<file path="src/mtwa_pkg.sv">
// ----------------------------------------------------------------------------
// mtwa_pkg
// Shared widths, reset values and register codes of the light level filter.
// ----------------------------------------------------------------------------
`default_nettype none

package mtwa_pkg;

	localparam int SAMPLE_W        = 18;
	localparam int WEIGHT_W        = 7;
	localparam int AVG_TAPS        = 4;
	localparam int WSUM_W          = WEIGHT_W + $clog2(AVG_TAPS);
	localparam int ACC_W           = SAMPLE_W + WSUM_W;
	localparam int CNT_W           = $clog2(SAMPLE_W);
	localparam int CFG_IDX_W       = 4;
	localparam int DEF_MEDIAN_TAPS = 5;

	localparam logic [SAMPLE_W-1:0] LEVEL_AT_RESET = SAMPLE_W'(76);

	localparam logic [WEIGHT_W-1:0] WEIGHT_RESET [AVG_TAPS] = '{
		WEIGHT_W'(50), WEIGHT_W'(25), WEIGHT_W'(15), WEIGHT_W'(10)
	};

	typedef enum logic [CFG_IDX_W-1:0] {
		REG_WEIGHT_NEWEST = CFG_IDX_W'(0),
		REG_WEIGHT_SECOND = CFG_IDX_W'(1),
		REG_WEIGHT_THIRD  = CFG_IDX_W'(2),
		REG_WEIGHT_OLDEST = CFG_IDX_W'(3)
	} cfg_reg_t;

endpackage

`default_nettype wire

</file>
<file path="src/mtwa_if.sv">
// ----------------------------------------------------------------------------
// mtwa_in_if / mtwa_out_if
// Valid/ready channels carrying light samples in and filtered levels out.
// ----------------------------------------------------------------------------
`default_nettype none

interface mtwa_in_if import mtwa_pkg::*; ();
	logic                valid;
	logic                ready;
	logic [SAMPLE_W-1:0] sample;
	logic                sensor_error;

	modport source (output valid, sample, sensor_error, input ready);
	modport sink   (input valid, sample, sensor_error, output ready);
endinterface

interface mtwa_out_if import mtwa_pkg::*; ();
	logic                valid;
	logic                ready;
	logic [SAMPLE_W-1:0] level;
	logic                error;

	modport source (output valid, level, error, input ready);
	modport sink   (input valid, level, error, output ready);
endinterface

`default_nettype wire

</file>
<file path="src/median_then_weighted_average.sv">
// ----------------------------------------------------------------------------
// median_then_weighted_average
// Median of the last good samples, then a weighted average of the last four
// medians, worked out one bit per cycle.
// ----------------------------------------------------------------------------
// Samples arrive on in_ch and one result per sample leaves on out_ch. A
// transfer takes place on a clock edge at which valid and ready are both
// high. The user writes the weights through wr_en, wr_index and wr_data only
// while idle; the block does not enforce it. Indexes above three are ignored.
// A sample flagged as a sensor error repeats the previous level with error
// set and goes straight to the output state ST_OUT. A good sample passes a
// bit-serial rank sort for the median (ST_MED), a state that picks it
// (ST_SEL), a bit-serial weighted sum (ST_MUL), a set-up state (ST_DSET)
// and a restoring division (ST_DIV) before its result is offered from
// ST_OUT. With all weights zero the division is skipped.
// One sample is in work at a time. The result moves into the output
// register once that register is empty or its result leaves at the same
// edge, and in_ch is ready again from then on.
// A stalled receiver holds the result register, and the block stops once it
// has the next result ready.
// Reset clears both windows, sets the last level to 19.0 lux and loads the
// default weights.
// ----------------------------------------------------------------------------
`default_nettype none

module median_then_weighted_average import mtwa_pkg::*; #(
	parameter int MEDIAN_TAPS = DEF_MEDIAN_TAPS
) (
	input  wire logic                 clk,
	input  wire logic                 arst_n,
	input  wire logic                 wr_en,
	input  wire logic [CFG_IDX_W-1:0] wr_index,
	input  wire logic [WEIGHT_W-1:0]  wr_data,
	mtwa_in_if.sink                   in_ch,
	mtwa_out_if.source                out_ch
);

	localparam int RANK_W = $clog2(MEDIAN_TAPS);
	localparam int MID    = MEDIAN_TAPS / 2;
	localparam logic [CNT_W-1:0] CNT_LAST = CNT_W'(SAMPLE_W - 1);

	typedef enum logic [2:0] {
		ST_IDLE,
		ST_MED,
		ST_SEL,
		ST_MUL,
		ST_DSET,
		ST_DIV,
		ST_OUT
	} state_t;

	state_t              state_q;
	logic [CNT_W-1:0]    cnt_q;
	logic [SAMPLE_W-1:0] win_q [MEDIAN_TAPS];
	logic                dec_q [MEDIAN_TAPS][MEDIAN_TAPS];
	logic                lt_q  [MEDIAN_TAPS][MEDIAN_TAPS];
	logic [SAMPLE_W-1:0] avg_q [AVG_TAPS];
	logic [WEIGHT_W-1:0] weight_q [AVG_TAPS];
	logic [WSUM_W-1:0]   wsum_q;
	logic [ACC_W-1:0]    acc_q;
	logic [WSUM_W-1:0]   rem_q;
	logic [SAMPLE_W-1:0] quo_q;
	logic [SAMPLE_W-1:0] last_level_q;
	logic                err_q;
	logic                out_valid_q;
	logic [SAMPLE_W-1:0] out_level_q;
	logic                out_error_q;

	logic [RANK_W-1:0]   rank    [MEDIAN_TAPS];
	logic [SAMPLE_W-1:0] median;
	logic [WSUM_W-1:0]   wbits;
	logic [WSUM_W-1:0]   wsum;
	logic [WSUM_W:0]     trial;
	logic [WSUM_W:0]     diff;
	logic                ge;
	logic                in_take;

	assign in_ch.ready  = (state_q == ST_IDLE);
	assign in_take      = in_ch.valid && (state_q == ST_IDLE);
	assign out_ch.valid = out_valid_q;
	assign out_ch.level = out_level_q;
	assign out_ch.error = out_error_q;

	// Stable rank of each window entry; ties are broken by position.
	always_comb begin
		median = '0;
		for (int i = 0; i < MEDIAN_TAPS; i++) begin
			rank[i] = '0;
			for (int j = 0; j < MEDIAN_TAPS; j++) begin
				if (j != i) begin
					if ((dec_q[j][i] && lt_q[j][i]) || (j < i && !dec_q[j][i])) begin
						rank[i] = rank[i] + RANK_W'(1);
					end
				end
			end
			if (rank[i] == RANK_W'(MID)) begin
				median = win_q[i];
			end
		end
	end

	always_comb begin
		wbits = '0;
		wsum  = '0;
		for (int i = 0; i < AVG_TAPS; i++) begin
			wsum = wsum + WSUM_W'(weight_q[i]);
			if (avg_q[i][SAMPLE_W-1]) begin
				wbits = wbits + WSUM_W'(weight_q[i]);
			end
		end
		trial = {rem_q, quo_q[SAMPLE_W-1]};
		diff  = trial - {1'b0, wsum_q};
		ge    = (trial >= {1'b0, wsum_q});
	end

	always_ff @(posedge clk or negedge arst_n) begin
		if (!arst_n) begin
			state_q      <= ST_IDLE;
			cnt_q        <= '0;
			last_level_q <= LEVEL_AT_RESET;
			err_q        <= 1'b0;
			out_valid_q  <= 1'b0;
			for (int i = 0; i < MEDIAN_TAPS; i++) begin
				win_q[i] <= '0;
			end
			for (int i = 0; i < AVG_TAPS; i++) begin
				avg_q[i]    <= '0;
				weight_q[i] <= WEIGHT_RESET[i];
			end
		end else begin
			if (out_valid_q && out_ch.ready && (state_q != ST_OUT)) begin
				out_valid_q <= 1'b0;
			end

			if (wr_en) begin
				case (cfg_reg_t'(wr_index))
					REG_WEIGHT_NEWEST: weight_q[0] <= wr_data;
					REG_WEIGHT_SECOND: weight_q[1] <= wr_data;
					REG_WEIGHT_THIRD:  weight_q[2] <= wr_data;
					REG_WEIGHT_OLDEST: weight_q[3] <= wr_data;
					default: ;
				endcase
			end

			case (state_q)
				ST_IDLE: begin
					if (in_take) begin
						err_q <= in_ch.sensor_error;
						cnt_q <= '0;
						if (in_ch.sensor_error) begin
							state_q <= ST_OUT;
						end else begin
							win_q[0] <= in_ch.sample;
							for (int i = 1; i < MEDIAN_TAPS; i++) begin
								win_q[i] <= win_q[i-1];
							end
							for (int i = 0; i < MEDIAN_TAPS; i++) begin
								for (int j = 0; j < MEDIAN_TAPS; j++) begin
									dec_q[i][j] <= 1'b0;
									lt_q[i][j]  <= 1'b0;
								end
							end
							state_q <= ST_MED;
						end
					end
				end
				ST_MED: begin
					for (int i = 0; i < MEDIAN_TAPS; i++) begin
						win_q[i] <= {win_q[i][SAMPLE_W-2:0], win_q[i][SAMPLE_W-1]};
						for (int j = 0; j < MEDIAN_TAPS; j++) begin
							if (!dec_q[i][j] &&
							    (win_q[i][SAMPLE_W-1] != win_q[j][SAMPLE_W-1])) begin
								dec_q[i][j] <= 1'b1;
								lt_q[i][j]  <= win_q[j][SAMPLE_W-1];
							end
						end
					end
					cnt_q <= cnt_q + CNT_W'(1);
					if (cnt_q == CNT_LAST) begin
						state_q <= ST_SEL;
					end
				end
				ST_SEL: begin
					avg_q[0] <= median;
					for (int i = 1; i < AVG_TAPS; i++) begin
						avg_q[i] <= avg_q[i-1];
					end
					wsum_q  <= wsum;
					acc_q   <= '0;
					cnt_q   <= '0;
					state_q <= ST_MUL;
				end
				ST_MUL: begin
					for (int i = 0; i < AVG_TAPS; i++) begin
						avg_q[i] <= {avg_q[i][SAMPLE_W-2:0], avg_q[i][SAMPLE_W-1]};
					end
					acc_q <= {acc_q[ACC_W-2:0], 1'b0} + ACC_W'(wbits);
					cnt_q <= cnt_q + CNT_W'(1);
					if (cnt_q == CNT_LAST) begin
						state_q <= ST_DSET;
					end
				end
				ST_DSET: begin
					rem_q <= acc_q[ACC_W-1:SAMPLE_W];
					quo_q <= acc_q[SAMPLE_W-1:0];
					cnt_q <= '0;
					if (wsum_q == '0) begin
						last_level_q <= '0;
						state_q      <= ST_OUT;
					end else begin
						state_q <= ST_DIV;
					end
				end
				ST_DIV: begin
					rem_q <= ge ? diff[WSUM_W-1:0] : trial[WSUM_W-1:0];
					quo_q <= {quo_q[SAMPLE_W-2:0], ge};
					cnt_q <= cnt_q + CNT_W'(1);
					if (cnt_q == CNT_LAST) begin
						last_level_q <= {quo_q[SAMPLE_W-2:0], ge};
						state_q      <= ST_OUT;
					end
				end
				ST_OUT: begin
					if (!out_valid_q || out_ch.ready) begin
						out_valid_q <= 1'b1;
						out_level_q <= last_level_q;
						out_error_q <= err_q;
						state_q     <= ST_IDLE;
					end
				end
				default: begin
					state_q <= ST_IDLE;
				end
			endcase
		end
	end

endmodule

`default_nettype wire
</file>
<file path="src/flat_wrapper.sv">
// flat-port wrapper written by rule: the top's interface ports become plain ports
module median_then_weighted_average_flat import mtwa_pkg::*;
#(
	parameter int MEDIAN_TAPS = DEF_MEDIAN_TAPS
)
  (clk, arst_n, wr_en, wr_index, wr_data, in_ch_valid, in_ch_sample, in_ch_sensor_error, in_ch_ready, out_ch_valid, out_ch_level, out_ch_error, out_ch_ready);
  mtwa_in_if in_ch_i ();
  mtwa_out_if out_ch_i ();
  input  wire logic clk;
  input  wire logic arst_n;
  input  wire logic wr_en;
  input  wire logic [CFG_IDX_W-1:0] wr_index;
  input  wire logic [WEIGHT_W-1:0] wr_data;
  input wire logic [$bits(in_ch_i.valid)-1:0] in_ch_valid;
  input wire logic [$bits(in_ch_i.sample)-1:0] in_ch_sample;
  input wire logic [$bits(in_ch_i.sensor_error)-1:0] in_ch_sensor_error;
  output wire logic [$bits(in_ch_i.ready)-1:0] in_ch_ready;
  output wire logic [$bits(out_ch_i.valid)-1:0] out_ch_valid;
  output wire logic [$bits(out_ch_i.level)-1:0] out_ch_level;
  output wire logic [$bits(out_ch_i.error)-1:0] out_ch_error;
  input wire logic [$bits(out_ch_i.ready)-1:0] out_ch_ready;
  assign in_ch_i.valid = in_ch_valid;
  assign in_ch_i.sample = in_ch_sample;
  assign in_ch_i.sensor_error = in_ch_sensor_error;
  assign in_ch_ready = in_ch_i.ready;
  assign out_ch_valid = out_ch_i.valid;
  assign out_ch_level = out_ch_i.level;
  assign out_ch_error = out_ch_i.error;
  assign out_ch_i.ready = out_ch_ready;
  median_then_weighted_average #(.MEDIAN_TAPS(MEDIAN_TAPS)) u_core (.clk(clk), .arst_n(arst_n), .wr_en(wr_en), .wr_index(wr_index), .wr_data(wr_data), .in_ch(in_ch_i), .out_ch(out_ch_i));
endmodule
</file>
<file path="config.mk">
export PLATFORM = sky130hd
export DESIGN_NAME = median_then_weighted_average_flat
export DESIGN_NICKNAME = d
export VERILOG_FILES = /design/src/mtwa_pkg.sv /design/src/mtwa_if.sv /design/src/median_then_weighted_average.sv /design/src/flat_wrapper.sv
export SDC_FILE = /design/constraint.sdc
export NUM_CORES = 1
export LEC_CHECK = 0
export BUFFER_PORTS_ARGS = -buffer_cell sky130_fd_sc_hd__clkbuf_2
export CAP_MARGIN = 0
export CORE_MARGIN = 10
export CORE_UTILIZATION = 30
export CTS_CLUSTER_SIZE = 40
export DETAILED_ROUTE_END_ITERATION = 12
export PLACE_DENSITY_LB_ADDON = 0.12
export SYNTH_ARGS = -nofsm -noshare
export SYNTH_HDL_FRONTEND = slang
export SYNTH_SLANG_ARGS = --single-unit
</file>
<file path="constraint.sdc">
create_clock -name clk -period 6.5 [get_ports clk]
set_input_delay 0.325 -clock clk [delete_from_list [all_inputs] [get_ports clk]]
set_output_delay 0.325 -clock clk [all_outputs]
set_load 0.03 [all_outputs]
</file>
==> results of run 1 <==
==> synth_stat cells, types with 18 or more instances <==
| cell type | instances | share of area [%] |
|---|---|---|
| sky130_fd_sc_hd__nor3_1 | 25 | 0.66 |
| sky130_fd_sc_hd__mux2i_1 | 170 | 9.0 |
| sky130_fd_sc_hd__xor2_1 | 25 | 1.2 |
| sky130_fd_sc_hd__inv_1 | 74 | 1.5 |
| sky130_fd_sc_hd__nor4b_1 | 27 | 1.3 |
| sky130_fd_sc_hd__o22ai_1 | 18 | 0.60 |
| sky130_fd_sc_hd__o21ai_0 | 245 | 6.5 |
| sky130_fd_sc_hd__a22o_1 | 23 | 1.1 |
| sky130_fd_sc_hd__edfxtp_1 | 105 | 17 |
| sky130_fd_sc_hd__and2_1 | 20 | 0.66 |
| sky130_fd_sc_hd__nand3_1 | 43 | 1.1 |
| sky130_fd_sc_hd__mux2_2 | 33 | 2.0 |
| sky130_fd_sc_hd__nor2_1 | 54 | 1.1 |
| sky130_fd_sc_hd__dfrtp_1 | 203 | 27 |
| sky130_fd_sc_hd__clkbuf_1 | 75 | 1.5 |
| sky130_fd_sc_hd__a21oi_1 | 55 | 1.5 |
| sky130_fd_sc_hd__buf_2 | 21 | 0.56 |
| sky130_fd_sc_hd__xnor2_1 | 28 | 1.3 |
| sky130_fd_sc_hd__nand2_1 | 338 | 6.7 |
| sky130_fd_sc_hd__ha_1 | 70 | 4.6 |
==> worst max-delay path, delay by kind of cell (launching register included) <==
kind                       cells  cell delay, ns
AOI/OAI and AO/OA             10            1.91
xor gates and xnor gates       3            0.44
adders and majority gates      4            1.22
buffers and inverters          1            0.21
DFF                            1            0.56
muxes                          1            0.29
and+or+nand+nor                5            1.21
==> cell usage in the layout (no fill, tap or decap), types with 9 or more instances in the layout <==
master,Yosys,layout
sky130_fd_sc_hd__edfxtp_1,105,105
sky130_fd_sc_hd__o211ai_2,10,10
sky130_fd_sc_hd__nor3_1,25,23
sky130_fd_sc_hd__xnor2_1,28,28
sky130_fd_sc_hd__dlygate4sd3_1,0,16
sky130_fd_sc_hd__clkbuf_16,0,43
sky130_fd_sc_hd__dfrtp_1,203,202
sky130_fd_sc_hd__nor4b_1,27,27
sky130_fd_sc_hd__nand2_1,338,338
sky130_fd_sc_hd__a21o_1,10,10
sky130_fd_sc_hd__fa_1,14,14
sky130_fd_sc_hd__dfxtp_1,17,17
sky130_fd_sc_hd__o21a_1,12,12
sky130_fd_sc_hd__inv_1,74,74
sky130_fd_sc_hd__or3_1,12,12
sky130_fd_sc_hd__clkinv_2,0,12
sky130_fd_sc_hd__nand2b_1,13,12
sky130_fd_sc_hd__nand3_1,43,43
sky130_fd_sc_hd__mux2_2,33,33
sky130_fd_sc_hd__nor2b_1,9,9
sky130_fd_sc_hd__o22ai_1,18,18
sky130_fd_sc_hd__buf_4,1,18
sky130_fd_sc_hd__mux2i_1,170,170
sky130_fd_sc_hd__ha_1,70,70
sky130_fd_sc_hd__and3_1,11,11
sky130_fd_sc_hd__a21oi_1,55,54
sky130_fd_sc_hd__nand4_1,11,11
sky130_fd_sc_hd__clkbuf_2,1,54
sky130_fd_sc_hd__nor2_1,54,53
sky130_fd_sc_hd__a22o_1,23,23
sky130_fd_sc_hd__and2_1,20,20
sky130_fd_sc_hd__o211ai_1,11,11
sky130_fd_sc_hd__o21ai_0,245,245
sky130_fd_sc_hd__xor2_1,25,25
sky130_fd_sc_hd__dfstp_2,15,15
==> kinds of logic (layout without fill, tap and decap cells) <==
logic type,Yosys count,after routing,synth area share (%)
simple gates,582,582,14.3
mux,203,203,11.0
flops,340,340,47.6
compound gates,448,448,14.6
buf+inv,181,244,3.85
xor+xnor,53,53,2.46
fa+ha+maj,84,84,6.14
==> per-layer routing <==
| metal | wire [um] | vias to the layer above |
|---|---|---|
| met5 | 13 | - |
| met4 | 847 | 2 |
| met3 | 1480 | 62 |
| met1 | 22200 | 6516 |
| li1 | - | 6808 |
| met2 | 21600 | 167 |
==> repair_timing <==
action / in CTS / in global routing
hold buffers: 16 / 0
resized for setup: 0 / 3
endpoints found under the hold margin: 65 / 0
setup buffers: 0 / 0
endpoints found under the setup margin: 0 / 17
==> metrics by stage <==
stage	utilization (%)	total power, W	cell area (um^2)	cells
3_3_place_gp	32.2	0.00831	19900	2695
6_report	34.8	0.0107	21500	2791
2_1_floorplan	-	0.00717	18800	1891
3_5_place_dp	32.2	0.00840	19900	2695
5_1_grt	34.8	0.0117	21500	2791
4_1_cts	34.7	0.0109	21500	2791
==> power breakdown <==
| part | switching (W) | internal (W) |
|---|---|---|
| clock | 0.000994 | 0.00141 |
| sequential | 0.000688 | 0.00297 |
| combinational | 0.00276 | 0.00190 |
| total | 0.00444 | 0.00628 |
==> path summary, 6_finish.rpt <==
check | startpoint | to
max | u_core.weight_q[22] | u_core.acc_q[26]
min in group asynchronous | arst_n | u_core.avg_q[51]
max reg2reg | u_core.weight_q[22] | u_core.acc_q[26]
min reg2reg | u_core.last_level_q[13] | u_core.out_ch.level[13]
min | in_ch_sample[4] | u_core.win_q[76]
max in group asynchronous | arst_n | u_core.weight_q[15]
==> registers in the layout, summed over array words and instances (netlist names), 9 cells and up <==
register             flops
u_core.dec_q            20
u_core.lt_q             20
u_core.avg_q            72
u_core.out_ch.level     18
u_core.win_q            90
u_core.wsum_q            9
u_core.quo_q            18
u_core.weight_q         28
u_core.rem_q             9
u_core.last_level_q     18
u_core.acc_q            27
==> area by class of cell <==
class	count	area, um^2
Clock buffer	56	1170
Inverter	74	278
Tap cell	837	1050
Fill cell	6323	40400
Multi-Input combinational cell	1370	9200
Timing Repair Buffer	90	601
Clock inverter	24	264
Sequential cell	340	8970
==> summary.md, run 1 <==
| Metric | Value |
|---|---|
| Proportion of register bits with asynchronous set or reset after synthesis | `roughly 64%` |
| Via total after detailed routing | `13600` |
| Maximum Capacitance Violations | `0` |
| Nets@finish | `2038` |
| Number of DRC violations after detailed-routing iteration 0 | `865` |
| Kind of critical path | `reg2reg` |
| Die width | `~270 um` |
| Pleak | `8.97 nW` |
| Most common cell on crit path | `sky130_fd_sc_hd__ha_1` |
| Global Route met2 Usage | `20.4%` |
| Cell with the largest stage delay on the worst path | `sky130_fd_sc_hd__dfstp_2` |
| Tightest Hold Check Type | `in2reg` |
| Post-placement worst setup slack | `0.188 ns` |
| Mean routed wirelength per cell | `16.5 um` |
| Reg2reg setup slack | `0.47 ns` |
| Number of cells on the worst reg-to-reg path | `24` |
| Share of post-route cells with drive strength above 1 | `11.3%` |
| Type of destination of the critical path | `register` |
| Worst-path clk slew | `~0.06 ns` |
| Flip-flop and latch count after synthesis | `between 300 and 400` |
| Layout Skew | `0.0460 ns` |
| CTS root buf | `sky130_fd_sc_hd__clkbuf_16` |
| Post-Synthesis Net Count | `2010` |
| Core region area | `between 0.06 and 0.07 mm^2` |
| Number of inserted diodes | `0` |
| DRT antenna net count | `0` |
| Count of synthesis-stage warnings from yosys | `0` |
| Overflow left after global routing | `0` |
| Post-detailed-routing wire length | `around 46 mm` |
| Data arrival at the endpoint of the critical path | `around 6.4 ns` |
| Unrepaired setup endpoints after global routing | `no` |
| Post-Syn Area per Cell | `about 10 um^2` |
| Status | `finished, final reports clean` |
| Final HPWL from detailed placement | `between 30 and 40 mm` |
| EDFF count, synth | `105` |
| Post-route DRC violation count | `0` |
| Ratio of routed vias to standard cells | `4.86` |
| IO Port Bufs | `55` |
| Global-route met3 utilization | `1.90%` |
| Pin count of the biggest net entering global routing | `168` |
| Post-route setup TNS | `0 ns` |
| Hold slack final | `0.0276 ns` |
| Min Clock Period, post-route | `~6 ns` |
| Iteration count of the initial detailed-routing pass | `5` |
| Total count of hold-check failures in the final report | `0` |
| Highest fanout seen on the critical path | `15` |
| Post-route worst setup slack | `0.466 ns` |
| Global-route wire length before repair | `75.2 mm` |
| Peak-usage layer in the global routing report | `met2` |
| Clock Tree Buf Depth | `3` |
| Period utilisation layout | `approximately 93%` |
| Global Route met1 Usage | `16.8%` |
| Floorplan die area | `0.0732 mm^2` |
| Critical Path Max Stage Delay | `0.56 ns` |
| Post-Syn Instances | `about 1900` |
| GRT Total Usage | `12.4%` |
| Synth-to-Final Area Change | `14.3%` |
| Distinct cell type count after synthesis | `74` |
| # H-tree levels | `2` |
| TritonCTS Buffers | `43` |
| Antenna violations before repair | `1` |
| Startpoint class of the critical path | `register` |
| Final setup violation count | `0` |
| Dominant register cell in the synthesized netlist | `sky130_fd_sc_hd__dfrtp_1` |
| I/O pins | `56` |
| Clk Latency, worst-skew pair | `0.60 ns` |
| Normalized max-slew margin | `25.0%` |
| Data required time at the worst endpoint | `6.90 ns` |
| Initial Util | `30.4%` |
| Vertical die dimension | `271 um` |
| Vias in the first global route | `13500` |
| Clock tree from TritonCTS | `yes` |
| Clock tree sinks | `between 300 and 400` |
| Count of pins over their slew limit | `0` |
| GP Congestion | `about 0.76` |
| Row count | `91` |
| VDD IR max | `236 uV` |
| Power density normalized to cell area | `498 mW/mm^2` |
| Mapped cell area | `approximately 0.019 mm^2` |
| Critical Path, Cell by Cell | `and2_1 -> ha_1 -> a21o_1 -> a211oi_2 -> nor3b_1 -> a2111oi_2 -> nand2b_1 -> ha_1 -> a21oi_1 -> o21ai_0 -> xor2_1 -> mux2_2 -> ha_1 -> and3_1 -> a21oi_1 -> o21ai_0 -> xnor2_1 -> xnor2_1 -> ha_1 -> o21a_1 -> a41oi_1 -> buf_4 -> or4_1 -> a21oi_1` |
| Number of cells on the worst hold path | `3` |
| Slew at the pin with the worst max-slew slack | `approximately 1.1 ns` |
| Share of synthesized area occupied by flip-flops and latches | `47.6%` |
| Timing-limited maximum frequency | `0.166 GHz` |
No activity file was read; power rests on OpenSTA's default activity.
==> run 2, diff against run 1 <==
==> constraint.sdc (replaced) <==
create_clock -name clk -period 6.5 [get_ports clk]
set_input_delay 1.3 -clock clk [delete_from_list [all_inputs] [get_ports clk]]
set_output_delay 1.3 -clock clk [all_outputs]
set_load 0.03 [all_outputs]
==> run 2 against run 1 <==
  * Utilization is 0.15 points lower
  * Sequential share of layout area up 0.18 points
  * Sequential power about the same
  * Highest routed layer is now met4
==> summary.md, run 2 (synthesis results as in run 1) <==
| Metric | Value |
|---|---|
| Slew at the pin with the worst max-slew slack | `1.12 ns` |
| Cell with the largest stage delay on the worst path | `sky130_fd_sc_hd__dfstp_2` |
| Pin count of the biggest net entering global routing | `168` |
| Period utilisation layout | `91.6%` |
| Critical Path Start | `u_core.weight_q[22]` |
| Largest delay contributor family on the critical path | `compound AO/OA/AOI/OAI gates` |
| Timing-limited maximum frequency | `0.168 GHz` |
| Reg2reg setup slack | `0.55 ns` |
| Count of hold-fix buffers inserted at cts | `0` |
| Iteration count of the initial detailed-routing pass | `5` |
| Initial Util | `30.4%` |
| Die width | `between 200 and 300 um` |
| TritonCTS Buffers | `43` |
| Stages on worst setup path | `24` |
| Number of cells on the worst reg-to-reg path | `24` |
| Clock tree from TritonCTS | `yes` |
| Core region area | `0.0619 mm^2` |
| Top Registers | `u_core.win_q x90, u_core.avg_q x72, u_core.weight_q x28` |
| CTS root buf | `sky130_fd_sc_hd__clkbuf_16` |
| Peak-usage layer in the global routing report | `met2` |
| Part of the total power dissipated in sequential elements | `33.7%` |
| Count of buffering cells on the critical path with inverters included | `1` |
| Via total after detailed routing | `13400` |
| Data arrival at the endpoint of the critical path | `around 6.4 ns` |
| Number of flip-flops in the largest register | `90` |
| Min Clock Period, post-route | `between 5 and 6 ns` |
| Global Route met2 Usage | `20.7%` |
| Pleak | `8.93 nW` |
| Total count of hold-check failures in the final report | `0` |
| Startpoint of the most critical register-to-register path | `u_core.weight_q[22]` |
| Floorplan die area | `0.0732 mm^2` |
| Commonest cells after routing, fill and taps aside | `sky130_fd_sc_hd__nand2_1, sky130_fd_sc_hd__o21ai_0, sky130_fd_sc_hd__dfrtp_1` |
| Combinational power share | `42.8%` |
| Kind of critical path | `reg2reg` |
| Mean routed wirelength per cell | `~17 um` |
| Number of DRC violations after detailed-routing iteration 0 | `783` |
| Layout Skew | `0.0357 ns` |
| Critical Path Max Stage Delay | `0.56 ns` |
| Antenna violations before repair | `0` |
| Unrepaired setup endpoints after global routing | `no` |
| Worst-path clk slew | `0.06 ns` |
| Clock network fraction of total power | `23.4%` |
| Data required time at the worst endpoint | `~7 ns` |
| Highest fanout seen on the critical path | `15` |
| GRT Total Usage | `12.5%` |
| GP Congestion | `0.760` |
| Internal cell power | `about 0.0064 W` |
| Final non-filler cell area | `~0.021 mm^2` |
| Critical Path, Cell by Cell | `and2_1 -> ha_1 -> a21o_1 -> a211oi_2 -> nor3b_1 -> a2111oi_2 -> nand2b_1 -> ha_1 -> a21oi_1 -> o21ai_0 -> xor2_1 -> mux2_2 -> ha_1 -> and3_1 -> a21oi_1 -> o21ai_0 -> xnor2_1 -> xnor2_1 -> ha_1 -> o21a_1 -> a41oi_1 -> buf_4 -> or4_1 -> a21oi_1` |
| Post-detailed-routing wire length | `46.1 mm` |
| Clk Latency, worst-skew pair | `between 0.5 and 0.6 ns` |
| Final design utilization | `about 35%` |
| Number of instances resized during post-cts repair | `0` |
| I/O pins | `56` |
| Final setup violation count | `0` |
| Most common cell on crit path | `sky130_fd_sc_hd__ha_1` |
| Post-CTS repair timing setup buffer count | `0` |
| Post-route setup TNS | `0 ns` |
| Power density normalized to cell area | `between 500 and 600 mW/mm^2` |
| Vertical die dimension | `271 um` |
| Post-route DRC violation count | `0` |
| Final HPWL from detailed placement | `30.8 mm` |
| Nets@finish | `2022` |
| Normalized max-slew margin | `25.5%` |
| Row count | `91` |
| Global-route wire length before repair | `75.9 mm` |
| Status | `finished, final reports clean` |
| IO Port Bufs | `55` |
| Vias in the first global route | `~14000` |
| Hold slack final | `0.442 ns` |
| Number of inserted diodes | `0` |
| Count of pins over their slew limit | `0` |
| Clock tree sinks | `340` |
| Largest register by flop count | `u_core.win_q` |
| P_sw | `0.00442 W` |
| Clock Tree Buf Depth | `3` |
| Type of destination of the critical path | `register` |
| Placed instance count | `2695` |
| Count of filler cells inserted in the layout | `6379` |
| Post-route insts no fill | `between 2000 and 3000` |
| Share of post-route cells with drive strength above 1 | `between 10% and 20%` |
| Tightest Hold Check Type | `reg2reg` |
| Synth-to-Final Area Change | `13.8%` |
| DRT antenna net count | `0` |
| Maximum Capacitance Violations | `0` |
| Ratio of routed vias to standard cells | `just under 5` |
| Leading cell type in the layout, fill and taps excluded | `sky130_fd_sc_hd__nand2_1` |
| Startpoint class of the critical path | `register` |
| Destination of the critical timing path | `u_core.acc_q[26]` |
| # H-tree levels | `2` |
| Global Route met1 Usage | `16.7%` |
| Overflow left after global routing | `0` |
| Dpl cell area | `0.0199 mm^2` |
| Global-route met3 utilization | `2.01%` |
| Reg2Reg Capture Point | `u_core.acc_q[26]` |
| VDD IR max | `about 210 uV` |
| Switching share of power | `40.7%` |
[run 2: final cells by class]
class	instances	area, um^2	area share, %
clock buffer	61	1280	5.95
inverter	74	278	1.30
timing repair buffer	74	440	2.05
clock inverter	16	229	1.07
sequential	340	8970	41.8
tap	837	1050	4.89
multi-input combinational	1370	9200	42.9
[run 2: worst min path at each step]
| stage | start | end | cells after the start |
|---|---|---|---|
| after detailed placement | u_core.last_level_q[15] | u_core.out_ch.level[15] | 0 |
| after global placement | u_core.err_q | u_core.out_ch.error | 0 |
| after CTS | u_core.last_level_q[13] | u_core.out_ch.level[13] | 0 |
| after global routing | u_core.last_level_q[13] | u_core.out_ch.level[13] | 0 |
| after floorplan | u_core.err_q | u_core.out_ch.error | 0 |
| final | u_core.last_level_q[4] | u_core.out_ch.level[4] | 0 |
[run 2: metrics by stage]
| step | total power, W | setup WS, ns |
|---|---|---|
| 3_5_place_dp | 0.00840 | 0.219 |
| 6_report | 0.0108 | 0.547 |
| 5_1_grt | 0.0118 | 0.0892 |
| 2_1_floorplan | 0.00717 | 0.838 |
| 3_3_place_gp | 0.00831 | 0.399 |
| 4_1_cts | 0.0110 | 0.207 |
[run 2: worst reg2reg max path: stages, from the launching register on]
cell and delay [ns]:
sky130_fd_sc_hd__dfstp_2 0.56, sky130_fd_sc_hd__and2_1 0.21, sky130_fd_sc_hd__ha_1 0.25, sky130_fd_sc_hd__a21o_1 0.20, sky130_fd_sc_hd__a211oi_2 0.30, sky130_fd_sc_hd__nor3b_1 0.13
sky130_fd_sc_hd__a2111oi_2 0.42, sky130_fd_sc_hd__nand2b_1 0.19, sky130_fd_sc_hd__ha_1 0.27, sky130_fd_sc_hd__a21oi_1 0.18, sky130_fd_sc_hd__o21ai_0 0.13, sky130_fd_sc_hd__xor2_1 0.16
sky130_fd_sc_hd__mux2_2 0.29, sky130_fd_sc_hd__ha_1 0.35, sky130_fd_sc_hd__and3_1 0.18, sky130_fd_sc_hd__a21oi_1 0.10, sky130_fd_sc_hd__o21ai_0 0.11, sky130_fd_sc_hd__xnor2_1 0.15
sky130_fd_sc_hd__xnor2_1 0.14, sky130_fd_sc_hd__ha_1 0.34, sky130_fd_sc_hd__o21a_1 0.17, sky130_fd_sc_hd__a41oi_1 0.14, sky130_fd_sc_hd__buf_4 0.22, sky130_fd_sc_hd__or4_1 0.48
sky130_fd_sc_hd__a21oi_1 0.16
[run 2: metal layers]
metal,up-vias,share of wire [%]
li1,6794,-
met1,6462,48
met2,127,47
met3,54,3.2
met4,0,1.9
met5,-,0
[run 2: power groups by stage]
stage / combinational, W / clock [W] / sequential, W
after floorplan: 0.00378 / 0 / 0.00339
after global placement: 0.00461 / 0 / 0.00370
after detailed placement: 0.00469 / 0 / 0.00371
after CTS: 0.00472 / 0.00263 / 0.00367
after global routing: 0.00531 / 0.00272 / 0.00378
final: 0.00465 / 0.00254 / 0.00366
==> run 3, diff against run 2 <==
--- a/config.mk
+++ b/config.mk
@@ -5,12 +5,14 @@
 export SDC_FILE = /design/constraint.sdc
 export NUM_CORES = 1
 export LEC_CHECK = 0
+export ABC_AREA = 1
 export BUFFER_PORTS_ARGS = -buffer_cell sky130_fd_sc_hd__clkbuf_2
 export CAP_MARGIN = 0
 export CORE_MARGIN = 10
 export CORE_UTILIZATION = 30
 export CTS_CLUSTER_SIZE = 40
 export DETAILED_ROUTE_END_ITERATION = 12
+export GPL_ROUTABILITY_DRIVEN = 0
 export PLACE_DENSITY_LB_ADDON = 0.12
 export SYNTH_ARGS = -nofsm -noshare
 export SYNTH_HDL_FRONTEND = slang
==> run 3 against run 2 <==
  * Critical path depth is 12 higher
  * Worst setup slack better by 0.042 ns
  * Non-clock buffer count stayed put
  * Utilization is 0.71 points lower
  * First-iteration DRC count is 17% higher
  * Sequential power hardly changed
  * Critical path type unchanged
==> summary.md, run 3 <==
| Metric | Value |
|---|---|
| Count of pins over their slew limit | `0` |
| Cell with the most instances after synthesis | `sky130_fd_sc_hd__nand2_1` |
| Overflow left after global routing | `0` |
| Unrepaired setup endpoints after global routing | `no` |
| Cell with the largest stage delay on the worst path | `sky130_fd_sc_hd__fa_1` |
| Die width | `274 um` |
| I/O pins | `56` |
| Normalized max-slew margin | `between 20% and 30%` |
| Iteration count of the initial detailed-routing pass | `5` |
| Via total after detailed routing | `15400` |
| Worst-path clk slew | `about 0.060 ns` |
| Final HPWL from detailed placement | `35.2 mm` |
| Combinational power share | `45.3%` |
| Pleak | `10.2 nW` |
| Core region area | `~0.064 mm^2` |
| Global-route wire length before repair | `between 80 and 90 mm` |
| Cell taking the most area after synthesis | `sky130_fd_sc_hd__dfrtp_1` |
| Synthesized-area fraction occupied by adder cells | `5.98%` |
| Startpoint class of the critical path | `register` |
| Type of destination of the critical path | `register` |
| Clk Latency, worst-skew pair | `0.58 ns` |
| DRT antenna net count | `0` |
| Switching share of power | `between 40% and 50%` |
| Synth-to-Final Area Change | `12.4%` |
| Initial Util | `30.2%` |
| Kind of critical path | `reg2reg` |
| Maximum Capacitance Violations | `0` |
| Share of post-route cells with drive strength above 1 | `approximately 7.9%` |
| Most common cell on crit path | `sky130_fd_sc_hd__nand2_1` |
| Final setup violation count | `0` |
| Row count | `93` |
| Clock tree from TritonCTS | `yes` |
| Critical Path Max Stage Delay | `0.45 ns` |
| Post-placement worst setup slack | `0.652 ns` |
| Largest delay contributor family on the critical path | `simple AND/OR/NAND/NOR gates` |
| IO Port Bufs | `55` |
| Mean routed wirelength per cell | `around 15 um` |
| Post-Syn Area per Cell | `8.04 um^2` |
| Antenna violations before repair | `0` |
| Ratio of routed vias to standard cells | `between 4 and 5` |
| Post-route setup TNS | `0 ns` |
| Commonest cells after routing, fill and taps aside | `sky130_fd_sc_hd__nand2_1, sky130_fd_sc_hd__inv_1, sky130_fd_sc_hd__o21ai_0` |
| Status | `finished, final reports clean` |
| Largest family of logic cells by synthesized area | `simple AND/OR/NAND/NOR gates` |
| Internal cell power | `0.00607 W` |
| Layout Skew | `0.0194 ns` |
| Share of synthesized area occupied by flip-flops and latches | `between 40% and 50%` |
| Largest register by flop count | `u_core.win_q` |
| CTS root buf | `sky130_fd_sc_hd__clkbuf_16` |
| Min Clock Period, post-route | `5.91 ns` |
| Proportion of register bits with asynchronous set or reset after synthesis | `64.1%` |
| Mapped cell area | `0.0193 mm^2` |
| Fraction of synthesized area in multiplexers | `0%` |
| Post-Synthesis Net Count | `roughly 2500` |
| Xor and xnor area share after synthesis | `1.91%` |
| Slew at the pin with the worst max-slew slack | `1.07 ns` |
| Fraction of synthesized cell area taken by the top area cell type | `26.3%` |
| Number of DRC violations after detailed-routing iteration 0 | `914` |
| Dominant register cell in the synthesized netlist | `sky130_fd_sc_hd__dfrtp_1` |
| Data required time at the worst endpoint | `6.83 ns` |
| Distinct cell type count after synthesis | `52` |
| Count of synthesis-stage warnings from yosys | `0` |
| Post-route DRC violation count | `0` |
| Top Registers | `u_core.win_q x90, u_core.avg_q x72, u_core.weight_q x28` |
| Top cells by instance count after synthesis | `sky130_fd_sc_hd__nand2_1, sky130_fd_sc_hd__inv_1, sky130_fd_sc_hd__o21ai_0, sky130_fd_sc_hd__dfrtp_1, sky130_fd_sc_hd__nand3_1` |
| Tightest Hold Check Type | `reg2reg` |
| TritonCTS Buffers | `42` |
| Nets@finish | `2541` |
| Clock network fraction of total power | `21.6%` |
| Data arrival at the endpoint of the critical path | `6.24 ns` |
| Post-route worst setup slack | `0.590 ns` |
| Simple-gate share of the synthesized area | `around a fifth` |
| Post-CTS repair timing setup buffer count | `0` |
| EDFF count, synth | `105` |
| GRT Total Usage | `13.7%` |
| Count of filler cells inserted in the layout | `roughly 6800` |
| Power density normalized to cell area | `505 mW/mm^2` |
| Post-synthesis compound-gate area fraction | `15.5%` |
| Vertical die dimension | `approximately 270 um` |
| Timing-limited maximum frequency | `0.169 GHz` |
| Leading cell type in the layout, fill and taps excluded | `sky130_fd_sc_hd__nand2_1` |
| # H-tree levels | `2` |
| Count of hold-fix buffers inserted at cts | `0` |
| Clock tree sinks | `340` |
| Total count of hold-check failures in the final report | `0` |
| Post-Syn Instances | `2406` |
| Period utilisation layout | `90.9%` |
| Number of flip-flops in the largest register | `90` |
| Placed instance count | `3233` |
| Clock Tree Buf Depth | `3` |
| P_sw | `0.00490 W` |
| Vias in the first global route | `15800` |
| Part of the total power dissipated in sequential elements | `33.1%` |
| Flip-flop and latch count after synthesis | `340` |
| Highest fanout seen on the critical path | `5` |
| Post-route insts no fill | `3308` |
| Floorplan die area | `0.0750 mm^2` |
| Post-detailed-routing wire length | `51.1 mm` |
| Synth top area cells | `sky130_fd_sc_hd__dfrtp_1, sky130_fd_sc_hd__edfxtp_1, sky130_fd_sc_hd__nand2_1` |
| Number of instances resized during post-cts repair | `0` |
| VDD IR max | `about 420 uV` |
| Pin count of the biggest net entering global routing | `roughly 180` |
| Count of buffering cells on the critical path with inverters included | `4` |
run 3: worst paths after layout:
check / startpoint / end / slack [ns] / cells past startpoint
max: u_core.weight_q[21] / u_core.acc_q[18] / 0.59 / 36
min: u_core.err_q / u_core.out_ch.error / 0.45 / 0
max reg2reg: u_core.weight_q[21] / u_core.acc_q[18] / 0.59 / 36
min reg2reg: u_core.err_q / u_core.out_ch.error / 0.45 / 0
max in group asynchronous: arst_n / u_core.win_q[87] / 4.04 / 3
min in group asynchronous: arst_n / u_core.win_q[18] / 0.60 / 1
run 3: layer usage:
metal / GRT usage (%) / vias to the layer above / wire [um]
met5: 0 / - / 0
met4: 3.82 / 0 / 1080
met3: 2.01 / 66 / 1830
met2: 23.1 / 202 / 24500
met1: 17.8 / 7223 / 23700
li1: - / 7924 / -
run 3: logic make-up after synthesis:
logic type | after synthesis
compound gates | 504
xor+xnor | 40
fa+ha+maj | 84
buf+inv | 461
flops | 340
simple gates | 977
run 3: layout make-up:
class / count / area (um^2) / share of cell area [%]
diodes: 1 / 2.50 / 0.0115
inverters: 359 / 1350 / 6.20
well taps: 855 / 1070 / 4.92
clock buffers: 63 / 1220 / 5.62
flip-flops and latches: 340 / 8970 / 41.3
clock inverters: 11 / 158 / 0.725
multi-input cells: 1605 / 8530 / 39.2
repair buffers: 74 / 440 / 2.03
run 3: through the flow:
step / util [%] / power [W] / area [um^2] / hold WS [ns]
finish: 33.9 / 0.0110 / 21700 / 0.451
global route: 33.9 / 0.0121 / 21700 / 0.455
CTS: 33.9 / 0.0112 / 21700 / 0.457
detailed placement: 31.7 / 0.00873 / 20400 / 0.436
global placement: 31.7 / 0.00864 / 20400 / 0.440
floorplan: - / 0.00738 / 19300 / 0.425
run 3: power by group through the flow:
stage / Sequential [W] / Clock (W) / Combinational, W
after floorplan: 0.00345 / 0 / 0.00394
after global placement: 0.00368 / 0 / 0.00497
after detailed placement: 0.00369 / 0 / 0.00504
after CTS: 0.00365 / 0.00246 / 0.00507
after global routing: 0.00374 / 0.00253 / 0.00582
final: 0.00363 / 0.00237 / 0.00497
